**src/sv/huffman_bit_serial_decoder_macros.svh**
```systemverilog
// Assertion helpers for the Huffman tree-walk decoder.
`ifndef HUFFMAN_BIT_SERIAL_DECODER_MACROS_SVH
`define HUFFMAN_BIT_SERIAL_DECODER_MACROS_SVH

// Same-cycle implication, silent during reset
`define HBSD_ASSERT_NOW(lbl, ante, cons, msg) \
	lbl: assert property (@(posedge clk) disable iff (!arst_n) (ante) |-> (cons)) \
		else $error(msg);

// Next-cycle implication, silent during reset
`define HBSD_ASSERT_NEXT(lbl, ante, cons, msg) \
	lbl: assert property (@(posedge clk) disable iff (!arst_n) (ante) |=> (cons)) \
		else $error(msg);

`endif

```
**src/sv/hbsd_pkg.sv**
```systemverilog
`timescale 1ns / 1ps

package hbsd_pkg;

	// Node table size and address widths
	localparam int NODE_COUNT = 512;
	localparam int ADDR_W     = 9;
	localparam int TBL_AW     = $clog2(NODE_COUNT);
	localparam int SYM_W      = 8;

	// One tree node as stored in the table
	typedef struct packed {
		logic [ADDR_W-1:0] left_addr;
		logic [ADDR_W-1:0] right_addr;
		logic              leaf;
		logic [SYM_W-1:0]  sym;
	} node_t;

	localparam int NODE_W = $bits(node_t);

	// Input word, lowest field in the lowest bits, padded to 40 bits
	typedef struct packed {
		logic [2:0]        pad;
		logic              code_bit;
		logic [SYM_W-1:0]  leaf_symbol;
		logic              leaf_flag;
		logic [ADDR_W-1:0] right_addr;
		logic [ADDR_W-1:0] left_addr;
		logic [ADDR_W-1:0] node_addr;
	} in_word_t;

	localparam int IN_W = $bits(in_word_t);

	// Item kinds carried in tuser
	localparam logic OP_LOAD   = 1'b0;
	localparam logic OP_DECODE = 1'b1;

	// Controller to datapath
	typedef struct packed {
		logic ready;          // input side may take a word
		logic wr_node;        // write the incoming node
		logic rd_cur;         // read the current node
		logic rd_next_cache;  // read child picked from cached node and incoming bit
		logic rd_next_rdata;  // read child picked from read data and held bit
		logic step_rdata;     // move to the node just read
		logic emit_cache;     // emit symbol of cached node
		logic emit_rdata;     // emit symbol of node just read
		logic go_root;        // return to the root
	} cmd_t;

	// Datapath to controller
	typedef struct packed {
		logic in_decode;
		logic cache_valid;
		logic cache_leaf;
		logic rd_leaf;
		logic out_free;
	} stat_t;

	// True when an address lies outside the table
	function automatic logic addr_oor(input logic [ADDR_W-1:0] a);
		return 32'(a) >= NODE_COUNT;
	endfunction

endpackage

```
**src/sv/hbsd_ctrl.sv**
```systemverilog
`timescale 1ns / 1ps

module hbsd_ctrl (
	input  logic           clk,
	input  logic           arst_n,
	input  logic           s_tvalid,
	input  hbsd_pkg::stat_t stat,
	output hbsd_pkg::cmd_t  cmd
);

	typedef enum logic [3:0] {
		ST_IDLE  = 4'b0001,
		ST_HERE  = 4'b0010,
		ST_FETCH = 4'b0100,
		ST_EMIT  = 4'b1000
	} state_t;

	state_t state_q, state_d;

	// Next state and commands
	always_comb begin
		cmd     = '0;
		state_d = state_q;
		case (state_q)
			ST_IDLE: begin
				cmd.ready = 1'b1;
				if (s_tvalid) begin
					if (!stat.in_decode) begin
						cmd.wr_node = 1'b1;
					end else if (!stat.cache_valid) begin
						cmd.rd_cur = 1'b1;
						state_d    = ST_HERE;
					end else if (stat.cache_leaf) begin
						if (stat.out_free) begin
							cmd.emit_cache = 1'b1;
							cmd.go_root    = 1'b1;
						end else begin
							state_d = ST_EMIT;
						end
					end else begin
						cmd.rd_next_cache = 1'b1;
						state_d           = ST_FETCH;
					end
				end
			end
			ST_HERE: begin
				// current node fetched after reset, a root write or an emitted symbol
				if (stat.rd_leaf) begin
					if (stat.out_free) begin
						cmd.emit_rdata = 1'b1;
						cmd.go_root    = 1'b1;
						state_d        = ST_IDLE;
					end
				end else begin
					cmd.rd_next_rdata = 1'b1;
					state_d           = ST_FETCH;
				end
			end
			ST_FETCH: begin
				// child fetched
				if (stat.rd_leaf) begin
					if (stat.out_free) begin
						cmd.emit_rdata = 1'b1;
						cmd.go_root    = 1'b1;
						state_d        = ST_IDLE;
					end
				end else begin
					cmd.step_rdata = 1'b1;
					state_d        = ST_IDLE;
				end
			end
			ST_EMIT: begin
				// cached leaf waits for the output register
				if (stat.out_free) begin
					cmd.emit_cache = 1'b1;
					cmd.go_root    = 1'b1;
					state_d        = ST_IDLE;
				end
			end
			default: begin
				state_d = ST_IDLE;
			end
		endcase
	end

	always_ff @(posedge clk or negedge arst_n) begin
		if (!arst_n) begin
			state_q <= ST_IDLE;
		end else begin
			state_q <= state_d;
		end
	end

endmodule

```
**config.mk**
```make
export PLATFORM = sky130hd
export DESIGN_NAME = hbsd_ctrl
export DESIGN_NICKNAME = d
export VERILOG_FILES = /design/src/sv/huffman_bit_serial_decoder_macros.svh /design/src/sv/hbsd_pkg.sv /design/src/sv/hbsd_ctrl.sv
export SDC_FILE = /design/constraint.sdc
export NUM_CORES = 1
export LEC_CHECK = 0
export ABC_CLOCK_PERIOD_IN_PS = 1900
export BUFFER_PORTS_ARGS = -buffer_cell sky130_fd_sc_hd__buf_2
export CORE_AREA = 4 4 41 43
export DETAILED_ROUTE_END_ITERATION = 8
export DIE_AREA = 0 0 45 47
export GPL_TIMING_DRIVEN = 0
export PLACE_DENSITY_LB_ADDON = 0.12
export SLEW_MARGIN = 20
export SYNTH_ARGS = -nofsm -noshare
export SYNTH_HDL_FRONTEND = slang
export SYNTH_SLANG_ARGS = --single-unit
```
**constraint.sdc**
```tcl
create_clock -name clk -period 1.9 [get_ports clk]
set_input_delay 0.38 -clock clk [delete_from_list [all_inputs] [get_ports clk]]
set_output_delay 0.38 -clock clk [all_outputs]
set_load 0.01 [all_outputs]
```
* After elaboration in Yosys (flattened, before gate mapping) *
Cells that the tools add are included.

word-level totals
  word-level logic and storage cells = 39
  bits of input ports = 8
  register bits after elaboration = 4
  output and inout bits = 9

cells by class
  reduce and logical (&&, ||, !) cells = 2
  multiplexer cells = 29
  equality and inequality tests = 7

operators by type and width
  kind                                            count
  two-way mux 4 bit                               9
  case mux 4 bit (4 select lines)                 1
  two-way mux 1 bit                               13
  two-way mux 2 bit                               3
  == test 4 x 1 -> 1 bit (second input constant)  1
  == test 4 x 2 -> 1 bit (second input constant)  1
  == test 4 x 3 -> 1 bit (second input constant)  1
  == test 4 bit (second input constant)           1
  != test 2 bit (second input constant)           2
  != test 4 bit (second input constant)           1
  two-way mux 3 bit                               1
  case mux 1 bit (3 select lines)                 1
  AND reduction 3 bit                             1
  case mux 1 bit (2 select lines)                 1
  OR reduction 2 bit                              1

* Logic depth before layout (Yosys ltp) *
  word-level depth = 6
  depth in mapped cells = 5
  depth with buffers taken out = 4

* Least setup slack after synthesis *
No wires, ideal clock.

  kind = flip-flop to output port
  start = register state_q[1]
  end = output cmd[5] (netlist name)
  path buffers = 1
  cell stages (with the launch flop) = 6
  slack = -0.053 ns
  arrival = 1.573 ns
  required time = 1.520 ns
  cells stage by stage = dfrtp_1 -> buf_6 -> or4b_4 -> clkinv_4 -> nand3_1 -> nor3b_1

RTL lines
  item                    RTL line         text
  from (decl)             hbsd_ctrl.sv:18  state_t state_q, state_d;
  from (signal assigned)  hbsd_ctrl.sv:90  state_q <= state_d;
  to (decl)               hbsd_ctrl.sv:8   output hbsd_pkg::cmd_t cmd

==> impl_metrics.tcl <==
set metrics [dict create \
    synth_area_um2 430.4 \
    final_cell_mix "buf_2 (14), buf_6 (8), buf_4 (6)" \
    clockBufferDepth 2 \
    ys_async_sr_fraction 1.000 \
    rrSetupSlack_ps -90 \
    violations "setup timing" \
    cts.sink_count 4 \
    multiInputGateArea_um2 345.3 \
    die_area_mm2 0.002115 \
    grt_usage 0.1451 \
    clkPwrFrac 0.294 \
    worstMarginPinSlew_ps 438.6 \
    ant_nets 0 \
    clk_pin_slew_ps 40 \
    dr.pass1.iters 4 \
    finalHoldViolCount 0 \
    synth_ff_type "dfrtp_1" \
    cts_root_buf "clkbuf_4" \
    path_class "reg2out" \
    timing.final.crit_share 1.103 \
    clock_latency_ps 240 \
    end_kind "primary output" \
    power.switching_uw 130.5 \
    reg.largest.list "state_q (4)" \
    start_kind "flop" \
    ios 17 \
    htree_num_levels 1 \
    clock-skew-final_ps 0.6966 \
    cts-buffers-inserted 3 \
    fmax_ghz 0.4774 \
    cp.arrival_ps 1710 \
    drive_gt1_frac 0.6125 \
    post_drt_wl_per_cell_um 13.95 \
    routed_wl_um 1325 \
    place_ws_ps -121.8 \
    die_w_um 45 \
    max_cap_viol_count 0 \
    area_growth_syn_to_layout_pct 68.31 \
    rows 13 \
    grt_max_degree 11 \
    grt.overflow.total 0 \
    dp_hpwl_um 778.2 \
    initial_core_util 0.3308 \
    rsz0062_at_grt "yes" \
    cts_tree "done" \
    via_count 509 \
    power_density_mw_per_mm2 564.9 \
    synth_seq_cells 4 \
    largest_reg_flops 4 \
    place.gp.congestion 0.7239 \
    antenna_cells 0 \
    drtIter0Drc 7 \
    min_period_ps 2095 \
    die-height_um 47 \
    grt_first_pass_wirelength_um 2139 \
    ys_seq_area_frac 0.2355 \
    min_path_type "in2async" \
    vdd_drop_max_mv 0.3183 \
    power_frac_comb 0.468 \
    yosysWarnings 0 \
    layout_commonest_cell "buf_2" \
    viasPerCell 5.358 \
    report.final.slew_viol_count 0 \
    syn_area_per_cell_um2 8.784 \
    utilization 0.5567 \
    leakagePower_uw 0.0003254 \
    crit_required_ps 1520 \
    synth_edf_count 0 \
    port_buffers 15 \
    final_nets 89 \
    seq_area_um2 102.6 \
    crit_fanout 4 \
    syn_inst 49 \
    first_global_vias 499 \
    coreArea_mm2 0.001301 \
    synth_nets 57 \
    setup_viol 9 \
    pwr-share-seq 0.237 \
    placed_area_um2 529.3 \
    regMostFlops "state_q" \
    status "finished, violations left" \
    n_fill_cell 131 \
    antenna_found_initial 0 \
    swShare 0.3188 \
    worst_slack_ps -194.9 \
    synth_cell_types 33 \
    stdcell_area_um2 724.4 \
    internal_power_uw 278.8 \
    post-route-drc-count 0 \
    maxSlewHeadroom 0.7063 \
]
layout make-up:
| class | instances | share of cell area |
|---|---|---|
| Multi-Input combinational cell | 40 | 0.4767 |
| Inverter | 2 | 0.01727 |
| Clock buffer | 4 | 0.03627 |
| Sequential cell | 4 | 0.1416 |
| Tap cell | 15 | 0.02591 |
| Buffer | 2 | 0.01554 |
| Timing Repair Buffer | 28 | 0.2867 |
worst paths after layout:
path                            cells after the start    endpoint       start
worst max-delay path                                6      cmd[8]  state_q[0]
worst min-delay path                                2  state_q[3]      arst_n
worst max register to register                      8  state_q[0]  state_q[0]
worst min register to register                      3  state_q[2]  state_q[3]
max in group asynchronous                           2  state_q[0]      arst_n
min in group clk                                    3  state_q[1]    s_tvalid
power by group through the flow:
stage,sequential (uW),clock [uW],combinational [uW]
after floorplan,98.4,0,68.9
after global placement,100,0,102
after detailed placement,100,0,101
after CTS,96.2,123,167
after global routing,97.9,129,207
final,97.1,121,192
cells in the mapped netlist (2+ instances only):
master | instances | share of area
nor3b_1 | 3 | 0.052
nand2_1 | 2 | 0.017
a21oi_1 | 2 | 0.023
and2_1 | 2 | 0.029
o21ai_0 | 3 | 0.035
nor2_1 | 4 | 0.035
and4bb_2 | 2 | 0.058
o22a_2 | 2 | 0.047
dfrtp_1 | 3 | 0.17
nand3_1 | 3 | 0.035
worst max-delay path, cell delays in order (launching register included):
cell      delay [ps]
dfstp_2          520
or4b_4           510
clkinv_4          80
buf_4            100
buf_6             80
buf_6             90
buf_6             90
per-layer routing:
metal | routed length (um) | GRT usage
met5 | 0 | 0
met4 | 22 | 0.1053
met3 | 64 | 0
met2 | 684 | 0.2542
met1 | 553 | 0.1724
through the flow:
stage / power (uW) / std cells / hold WS, ps / TNS [ps]
CTS: 386.2 / 94 / 461.6 / -1051
detailed placement: 201.3 / 79 / 186.0 / -314.3
finish: 409.3 / 95 / 462.9 / -1208
global placement: 202.4 / 79 / 186.2 / -238.2
floorplan: 167.3 / 49 / 84.41 / 0
global route: 434.8 / 95 / 481.2 / -1733
cells by family after synthesis:
family / Yosys count / share of synthesized area
DFF: 4 / 0.2355
buffers and inverters: 5 / 0.07556
and+or+nand+nor: 27 / 0.4680
xor gates and xnor gates: 1 / 0.02035
AOI/OAI and AO/OA: 12 / 0.2006
timing repair:
| item | in CTS | in global routing |
|---|---|---|
| endpoints found under the hold margin | 3 | 0 |
| hold buffers | 1 | 0 |
| pin swaps | 9 | 5 |
| setup endpoints to repair | 7 | 10 |
| gates resized for setup | 12 | 8 |
| buffers inserted | 10 | 2 |
(Power assumes the default switching activity.)
